[src/design/smts_pkg.sv]
package smts_pkg;

   localparam logic [29:0]        NsecMax    = 30'd999999999;
   localparam logic signed [31:0] NsPerSec   = 32'sd1000000000;
   localparam logic [31:0]        OneDaySec  = 32'd86400;
   localparam logic [31:0]        EpochReset = 32'd631152000;

   typedef enum logic {
      OP_SYNC = 1'b0,
      OP_READ = 1'b1
   } opcode_type;

   // one input item, nanoseconds already saturated
   typedef struct packed {
      opcode_type  opcode;
      logic [31:0] sys_sec;
      logic [29:0] sys_nsec;
      logic [31:0] ref_sec;
      logic [29:0] ref_nsec;
   } item_type;

endpackage

[src/design/smts_if.sv]
interface smts_req_if;
   logic        valid;
   logic        ready;
   logic        opcode;
   logic [31:0] sys_sec;
   logic [29:0] sys_nsec;
   logic [31:0] ref_sec;
   logic [29:0] ref_nsec;

   modport source (output valid, opcode, sys_sec, sys_nsec, ref_sec, ref_nsec, input ready);
   modport sink   (input valid, opcode, sys_sec, sys_nsec, ref_sec, ref_nsec, output ready);
endinterface

interface smts_rsp_if;
   logic        valid;
   logic        ready;
   logic [31:0] out_sec;
   logic [29:0] out_nsec;
   logic        held;
   logic        set_clock;

   modport source (output valid, out_sec, out_nsec, held, set_clock, input ready);
   modport sink   (input valid, out_sec, out_nsec, held, set_clock, output ready);
endinterface

[src/design/smts_in_stage.sv]
module smts_in_stage (
   input  logic               clock,
   input  logic               reset,
   smts_req_if.sink           req_ch,
   input  logic               fire,
   output logic               item_valid,
   output smts_pkg::item_type item
);

   logic               valid_ff, valid_in;
   smts_pkg::item_type item_ff, item_in;
   logic               load;

   assign req_ch.ready = !valid_ff || fire;
   assign load         = req_ch.valid && req_ch.ready;

   always_comb begin
      item_in.opcode   = smts_pkg::opcode_type'(req_ch.opcode);
      item_in.sys_sec  = req_ch.sys_sec;
      item_in.sys_nsec = (req_ch.sys_nsec > smts_pkg::NsecMax) ? smts_pkg::NsecMax
                                                                : req_ch.sys_nsec;
      item_in.ref_sec  = req_ch.ref_sec;
      item_in.ref_nsec = (req_ch.ref_nsec > smts_pkg::NsecMax) ? smts_pkg::NsecMax
                                                                : req_ch.ref_nsec;
      if (load) begin
         valid_in = 1'b1;
      end else if (fire) begin
         valid_in = 1'b0;
      end else begin
         valid_in = valid_ff;
      end
   end

   always_ff @(posedge clock) begin
      if (reset) begin
         valid_ff <= 1'b0;
      end else begin
         valid_ff <= valid_in;
      end
      if (load) begin
         item_ff <= item_in;
      end
   end

   assign item_valid = valid_ff;
   assign item       = item_ff;

endmodule

[src/design/smts_core.sv]
module smts_core (
   input  logic               clock,
   input  logic               reset,
   input  logic               csr_we,
   input  logic [31:0]        csr_wdata,
   input  logic               item_valid,
   input  smts_pkg::item_type item,
   output logic               fire,
   smts_rsp_if.source         rsp_ch
);

   logic [31:0]        epoch_off_ff;
   logic               synced_ff;
   logic [31:0]        off_sec_ff;
   logic signed [30:0] off_nsec_ff;
   logic [31:0]        last_sec_ff;
   logic [29:0]        last_nsec_ff;
   logic               rsp_valid_ff, rsp_valid_in;
   logic [31:0]        rsp_sec_ff;
   logic [29:0]        rsp_nsec_ff;
   logic               rsp_held_ff;
   logic               rsp_setc_ff;

   logic               is_read;
   logic               slot_free;
   logic               rd_fire;
   logic               sy_fire;
   logic signed [31:0] nsec_sum;
   logic [31:0]        sec_base;
   logic [31:0]        t_sec;
   logic [29:0]        t_nsec;
   logic               setc;
   logic               forward;

   assign is_read   = (item.opcode == smts_pkg::OP_READ);
   assign slot_free = !rsp_valid_ff || rsp_ch.ready;
   assign rd_fire   = item_valid && is_read && slot_free;
   assign sy_fire   = item_valid && !is_read;
   assign fire      = rd_fire || sy_fire;

   // after a sync t = sys + (ref - sys_at_sync), nsec brought back into one second; before, sys - epoch or one day
   always_comb begin
      nsec_sum = signed'({2'b00, item.sys_nsec}) + 32'(off_nsec_ff);
      sec_base = item.sys_sec + off_sec_ff;
      setc     = 1'b0;
      if (!synced_ff) begin
         if (item.sys_sec < epoch_off_ff) begin
            t_sec  = smts_pkg::OneDaySec;
            t_nsec = '0;
            setc   = 1'b1;
         end else begin
            t_sec  = item.sys_sec - epoch_off_ff;
            t_nsec = item.sys_nsec;
         end
      end else if (nsec_sum < 0) begin
         t_sec  = sec_base - 32'd1;
         t_nsec = 30'(nsec_sum + smts_pkg::NsPerSec);
      end else if (nsec_sum >= smts_pkg::NsPerSec) begin
         t_sec  = sec_base + 32'd1;
         t_nsec = 30'(nsec_sum - smts_pkg::NsPerSec);
      end else begin
         t_sec  = sec_base;
         t_nsec = 30'(nsec_sum);
      end
      forward = (t_sec > last_sec_ff) ||
                ((t_sec == last_sec_ff) && (t_nsec >= last_nsec_ff));

      if (rd_fire) begin
         rsp_valid_in = 1'b1;
      end else if (rsp_ch.ready) begin
         rsp_valid_in = 1'b0;
      end else begin
         rsp_valid_in = rsp_valid_ff;
      end
   end

   always_ff @(posedge clock) begin
      if (reset) begin
         epoch_off_ff <= smts_pkg::EpochReset;
         synced_ff    <= 1'b0;
         off_sec_ff   <= '0;
         off_nsec_ff  <= '0;
         last_sec_ff  <= '0;
         last_nsec_ff <= '0;
         rsp_valid_ff <= 1'b0;
      end else begin
         rsp_valid_ff <= rsp_valid_in;
         if (csr_we) begin
            epoch_off_ff <= csr_wdata;
         end
         if (sy_fire) begin
            synced_ff   <= 1'b1;
            off_sec_ff  <= item.ref_sec - item.sys_sec;
            off_nsec_ff <= signed'({1'b0, item.ref_nsec}) - signed'({1'b0, item.sys_nsec});
         end
         if (rd_fire && forward) begin
            last_sec_ff  <= t_sec;
            last_nsec_ff <= t_nsec;
         end
      end
      if (rd_fire) begin
         rsp_sec_ff  <= forward ? t_sec : last_sec_ff;
         rsp_nsec_ff <= forward ? t_nsec : last_nsec_ff;
         rsp_held_ff <= !forward;
         rsp_setc_ff <= setc;
      end
   end

   assign rsp_ch.valid     = rsp_valid_ff;
   assign rsp_ch.out_sec   = rsp_sec_ff;
   assign rsp_ch.out_nsec  = rsp_nsec_ff;
   assign rsp_ch.held      = rsp_held_ff;
   assign rsp_ch.set_clock = rsp_setc_ff;

endmodule

[src/design/synced_monotonic_timestamp.sv]
// channel  direction  handshake     payload
// req_ch   in         valid/ready   opcode, sys_sec, sys_nsec, ref_sec, ref_nsec
// rsp_ch   out        valid/ready   out_sec, out_nsec, held, set_clock
// csr      in         csr_we        csr_wdata (epoch offset)
//
// One item per cycle while rsp_ch does not stall; a read passes the input register, then its result register on rsp_ch.
// A single add/compare stage lies between the input and result registers.
// Sync items give no result and never wait on rsp_ch.
// Synchronous reset clears sync state, last reported time and both valid flags, and reloads the epoch offset.
// A stalled rsp_ch holds its item; a read waiting behind it holds req_ch until the slot frees.
module synced_monotonic_timestamp (
   input  logic        clock,
   input  logic        reset,
   input  logic        csr_we,
   input  logic [31:0] csr_wdata,
   smts_req_if.sink    req_ch,
   smts_rsp_if.source  rsp_ch
);

   logic               item_valid;
   smts_pkg::item_type item;
   logic               fire;

   smts_in_stage u_in_stage (
      .clock      (clock),
      .reset      (reset),
      .req_ch     (req_ch),
      .fire       (fire),
      .item_valid (item_valid),
      .item       (item)
   );

   smts_core u_core (
      .clock      (clock),
      .reset      (reset),
      .csr_we     (csr_we),
      .csr_wdata  (csr_wdata),
      .item_valid (item_valid),
      .item       (item),
      .fire       (fire),
      .rsp_ch     (rsp_ch)
   );

   a_ready_follows: assert property (@(posedge clock) disable iff (reset)
      rsp_ch.ready |-> req_ch.ready)
      else $error("input stalled while result side ready");

   a_nsec_range: assert property (@(posedge clock) disable iff (reset)
      rsp_ch.valid |-> (rsp_ch.out_nsec <= smts_pkg::NsecMax))
      else $error("nanoseconds out of range");

   a_setclock_value: assert property (@(posedge clock) disable iff (reset)
      (rsp_ch.valid && rsp_ch.set_clock && !rsp_ch.held) |->
         (rsp_ch.out_sec == smts_pkg::OneDaySec && rsp_ch.out_nsec == '0))
      else $error("clock-set result not one day past epoch");

endmodule

[src/flat_wrapper.sv]
// flat-port wrapper written by rule: the top's interface ports become plain ports
module synced_monotonic_timestamp_flat 
  (clock, reset, csr_we, csr_wdata, req_ch_valid, req_ch_opcode, req_ch_sys_sec, req_ch_sys_nsec, req_ch_ref_sec, req_ch_ref_nsec, req_ch_ready, rsp_ch_valid, rsp_ch_out_sec, rsp_ch_out_nsec, rsp_ch_held, rsp_ch_set_clock, rsp_ch_ready);
  smts_req_if req_ch_i ();
  smts_rsp_if rsp_ch_i ();
  input  logic clock;
  input  logic reset;
  input  logic csr_we;
  input  logic [31:0] csr_wdata;
  input wire logic [$bits(req_ch_i.valid)-1:0] req_ch_valid;
  input wire logic [$bits(req_ch_i.opcode)-1:0] req_ch_opcode;
  input wire logic [$bits(req_ch_i.sys_sec)-1:0] req_ch_sys_sec;
  input wire logic [$bits(req_ch_i.sys_nsec)-1:0] req_ch_sys_nsec;
  input wire logic [$bits(req_ch_i.ref_sec)-1:0] req_ch_ref_sec;
  input wire logic [$bits(req_ch_i.ref_nsec)-1:0] req_ch_ref_nsec;
  output wire logic [$bits(req_ch_i.ready)-1:0] req_ch_ready;
  output wire logic [$bits(rsp_ch_i.valid)-1:0] rsp_ch_valid;
  output wire logic [$bits(rsp_ch_i.out_sec)-1:0] rsp_ch_out_sec;
  output wire logic [$bits(rsp_ch_i.out_nsec)-1:0] rsp_ch_out_nsec;
  output wire logic [$bits(rsp_ch_i.held)-1:0] rsp_ch_held;
  output wire logic [$bits(rsp_ch_i.set_clock)-1:0] rsp_ch_set_clock;
  input wire logic [$bits(rsp_ch_i.ready)-1:0] rsp_ch_ready;
  assign req_ch_i.valid = req_ch_valid;
  assign req_ch_i.opcode = req_ch_opcode;
  assign req_ch_i.sys_sec = req_ch_sys_sec;
  assign req_ch_i.sys_nsec = req_ch_sys_nsec;
  assign req_ch_i.ref_sec = req_ch_ref_sec;
  assign req_ch_i.ref_nsec = req_ch_ref_nsec;
  assign req_ch_ready = req_ch_i.ready;
  assign rsp_ch_valid = rsp_ch_i.valid;
  assign rsp_ch_out_sec = rsp_ch_i.out_sec;
  assign rsp_ch_out_nsec = rsp_ch_i.out_nsec;
  assign rsp_ch_held = rsp_ch_i.held;
  assign rsp_ch_set_clock = rsp_ch_i.set_clock;
  assign rsp_ch_i.ready = rsp_ch_ready;
  synced_monotonic_timestamp u_core (.clock(clock), .reset(reset), .csr_we(csr_we), .csr_wdata(csr_wdata), .req_ch(req_ch_i), .rsp_ch(rsp_ch_i));
endmodule
[config.mk]
export PLATFORM = sky130hd
export DESIGN_NAME = synced_monotonic_timestamp_flat
export DESIGN_NICKNAME = d
export VERILOG_FILES = /design/src/design/smts_pkg.sv /design/src/design/smts_if.sv /design/src/design/smts_in_stage.sv /design/src/design/smts_core.sv /design/src/design/synced_monotonic_timestamp.sv /design/src/flat_wrapper.sv
export SDC_FILE = /design/constraint.sdc
export NUM_CORES = 1
export LEC_CHECK = 0
export BUFFER_PORTS_ARGS = -buffer_cell sky130_fd_sc_hd__buf_2
export CAP_MARGIN = 20
export CORE_MARGIN = 2
export CORE_UTILIZATION = 45
export DETAILED_ROUTE_END_ITERATION = 8
export HOLD_SLACK_MARGIN = 0.02
export MAX_ROUTING_LAYER = met4
export PLACE_DENSITY = 0.65
export SLEW_MARGIN = 20
export SYNTH_ARGS = -nofsm -noshare
export SYNTH_HDL_FRONTEND = slang
export SYNTH_SLANG_ARGS = --single-unit
[constraint.sdc]
create_clock -name clock -period 14.2 [get_ports clock]
set_input_delay 2.13 -clock clock [delete_from_list [all_inputs] [get_ports clock]]
set_output_delay 2.13 -clock clock [all_outputs]
set_load 0.01 [all_outputs]
==> metrics.yaml <==
drt_iter0_drc: 2199
seq_area_um2: 8880
fmax_ghz: 0.112
gr-total-overflow: 0
syn_to_final_growth_pct: 11.8
ctsHoldBuffers: 0
num_vias: 24700
postRouteAntennaNets: 0
layout.nets: 3685
ys_seq_area_share_pct: 33.0
yosysTopAreaCellShare_pct: 21.1
grt_max_degree: 100
gp_congestion: 0.966
r2r_end: "u_core.u_core.last_sec_ff[16]"
ff2ff_setup_slack_ns: 5.24
timing.rr.start: "u_core.u_in_stage.item[92]"
wl_met2_mm: 32.6
dpl.hpwl_mm: 64.4
power.internal_w: 0.00226
grtUsageTotal_pct: 27.2
power_frac_comb_pct: 33.7
synth-seq-cells: 349
route.met3.wl_mm: 7.01
rows: 89
clkLatencyLatePin_ns: 0.59
cts-resized-gates: 0
hold_path_end: "u_core.u_core.last_sec_ff[14]"
holdPathStages: 2
ir_worst_vdd_v: 0.000103
grt_pass1_vias: 22300
post_cts_buffers: 0
yosys_warnings: 0
min_path_type: "flip-flop to flip-flop"
hold_viol: 0
post-route-period-util_pct: 63.1
drt-total-wl_mm: 83.8
synth_cell_types: 110
drive_above_1_share_pct: 14.4
arrival_ns: 9.49
port_buffers: 227
clk_pin_slew_ns: 0.06
setup_slack_ns: 5.24
syn-num-nets: 3540
rsz0062_at_grt: "false"
netlist_area_um2: 26900
slew_headroom_pct: 27.7
synth-edff-count: 189
synth_area_leaders: "edfxtp_1 (21%), dfxtp_1 (12%), ha_1 (10%)"
coreArea_um2: 59000
setup_tns_ns: 0
layout_common_cells: "nand2_1 (306), a21oi_1 (256), nor2_1 (231)"
die_area_um2: 61700
synth_top_area_cell: "edfxtp_1"
n_fill_cell: 5610
ctsLongestPathBuffers: 3
multi_input_area_um2: 16700
antenna_found_initial: 2
setup_viol: 0
drcViolationCount: 0
crit_fanout: 99
clock-sinks: 349
whs_ns: 0.456
die_h_um: 248
cts_tree: "built"
cts-buffers-inserted: 41
wl_per_cell_um: 20.4
start_util_pct: 45.5
p_leak_nw: 12.4
tightest_slew_ns: 1.08
dieWidth_um: 248
async_flop_share_pct: 0
pin_count: 228
dpl-instance-area_um2: 28600
netSwitchingFraction_pct: 35.1
fin_skew_ns: 0.0316
final_area_um2: 30000
final_common_cell: "nand2_1"
drv_cap: 0
postSynthCellCount: 3152
synth_ff_type: "edfxtp_1"
p_per_area_nw_per_um2: 116
dp_worst_setup_slack_ns: 5.36
cts_root_buf: "clkbuf_16"
power_frac_seq_pct: 34.6
cp-start-kind: "flip-flop"
via_per_inst: 6.01
cp_data_required_time_ns: 14.73
p_switching_w: 0.00122
post-place-cells: 4027
period_minus_slack_ns: 8.96
grt_pass1_wl_mm: 128
final_cells: 4104
firstDrtPassIters: 5
slew_viol_final: 0
hold_start: "u_core.u_core.last_sec_ff[14]"
reg2reg_depth: 27
clock_power_share_pct: 31.7
avgSynthCellArea_um2: 8.53
crit_type: "flip-flop to flip-flop"
h-tree-depth: 2
wl_met1_mm: 42.6
top_layer: "met4"
cp-end-kind: "flip-flop"
status: "completed"
## how the worst max path moves through the flow
stage | from | endpoint
floorplan | rsp_ch_ready | u_core.u_in_stage.item[0]
global placement | u_core.u_in_stage.item[92] | u_core.u_core.last_sec_ff[16]
detailed placement | u_core.u_in_stage.item[92] | u_core.u_core.last_sec_ff[16]
CTS | u_core.u_in_stage.item[92] | u_core.u_core.last_sec_ff[16]
global route | u_core.u_in_stage.item[92] | u_core.u_core.last_sec_ff[16]
finish | u_core.u_in_stage.item[92] | u_core.u_core.last_sec_ff[16]
## worst max-delay path: stages, from the launching register on
cell      delay (ns)
edfxtp_1        0.52
inv_1           0.11
ha_1            0.19
inv_1           0.06
fa_1            0.41
a211oi_1        0.33
o21ai_0         0.20
a311oi_1        0.48
a31o_2          0.30
a31oi_1         0.20
a221oi_1        0.95
o21ai_0         0.33
nand2_1         0.13
buf_4           0.45
nor3b_1         0.23
a211oi_1        0.53
inv_1           0.10
ha_1            0.31
nand4_1         0.08
nor4_1          0.64
nand2_1         0.11
o211a_1         0.27
a21oi_4         0.12
buf_4           0.77
nand2_2         0.08
buf_4           0.43
a221oi_1        0.35
o21a_1          0.17
## cells in the mapped netlist (all sizes together) (9+ instances only)
library cell  number
nand2            307
a21oi            258
nor2             235
ha               221
inv              210
edfxtp           189
o21ai            166
dfxtp            160
clkbuf           110
a21o              85
xnor2             83
nand3             80
nor3              80
a211oi            73
nand4             60
o21a              58
or2               53
o211ai            52
nor2b             43
xor2              39
and3              38
a31oi             35
buf               34
nor4              34
mux2              32
or3               32
and2              31
mux2i             30
nand2b            29
a2111oi           18
o22ai             17
o21bai            16
o31ai             16
or4               15
a211o             14
o2111ai           14
nand3b            13
and4              12
a31o              11
o211a             11
a221oi            10
a22oi              9
a311oi             9
o311ai             9
## stage by stage
step / power (W) / utilization (%)
after global placement: 0.00235 / 48.5
after CTS: 0.00349 / 50.9
after global routing: 0.00367 / 50.9
after detailed placement: 0.00237 / 48.5
after floorplan: 0.00205 / -
final: 0.00349 / 50.9
## sequential cells by signal, indices dropped and copies added (netlist names)
register                        flops
u_core.u_core.epoch_off_ff         32
u_core.u_core.synced_ff             1
u_core.u_in_stage.item            125
u_core.u_core.rsp_ch.held           1
u_core.u_core.off_nsec_ff          31
u_core.u_in_stage.item_valid        1
u_core.u_core.last_nsec_ff         30
u_core.u_core.last_sec_ff          32
u_core.u_core.off_sec_ff           32
u_core.u_core.rsp_ch.set_clock      1
u_core.u_core.rsp_ch.valid          1
u_core.u_core.rsp_ch.out_sec       32
u_core.u_core.rsp_ch.out_nsec      30
## cells by family (layout without fill, tap and decap cells)
| family | count (synthesis) | in the layout | share of synthesized area (%) |
|---|---|---|---|
| buf+inv | 354 | 531 | 5.12 |
| mux | 62 | 62 | 2.46 |
| fa+ha+maj | 226 | 226 | 10.7 |
| flops | 349 | 349 | 33.0 |
| other cells | 0 | 2 | 0 |
| simple gates | 1086 | 1086 | 20.3 |
| xor+xnor | 122 | 122 | 4.00 |
| compound gates | 953 | 953 | 24.4 |
## metal layers
layer | track usage, % | up-vias
li1 | - | 12000
met1 | 42.7 | 11600
met4 | 5.81 | 0
met2 | 35.9 | 984
met3 | 4.10 | 107
met5 | - | -
## power by group through the flow
stage               sequential (W)  clock (W)  combinational [W]
CTS                        0.00120    0.00113            0.00115
global route               0.00121    0.00117            0.00129
finish                     0.00121    0.00111            0.00118
global placement           0.00122          0            0.00113
detailed placement         0.00123          0            0.00115
floorplan                  0.00122          0           0.000832
## cell type report
type | instances | share of cell area, %
diodes | 2 | 0.0167
clock buffers | 60 | 4.13
clock inverters | 15 | 0.583
inverters | 210 | 2.62
multi-input cells | 2449 | 55.6
flip-flops and latches | 349 | 29.6
well taps | 773 | 3.22
repair buffers | 246 | 4.29
Power figures use the tool's default switching activity.
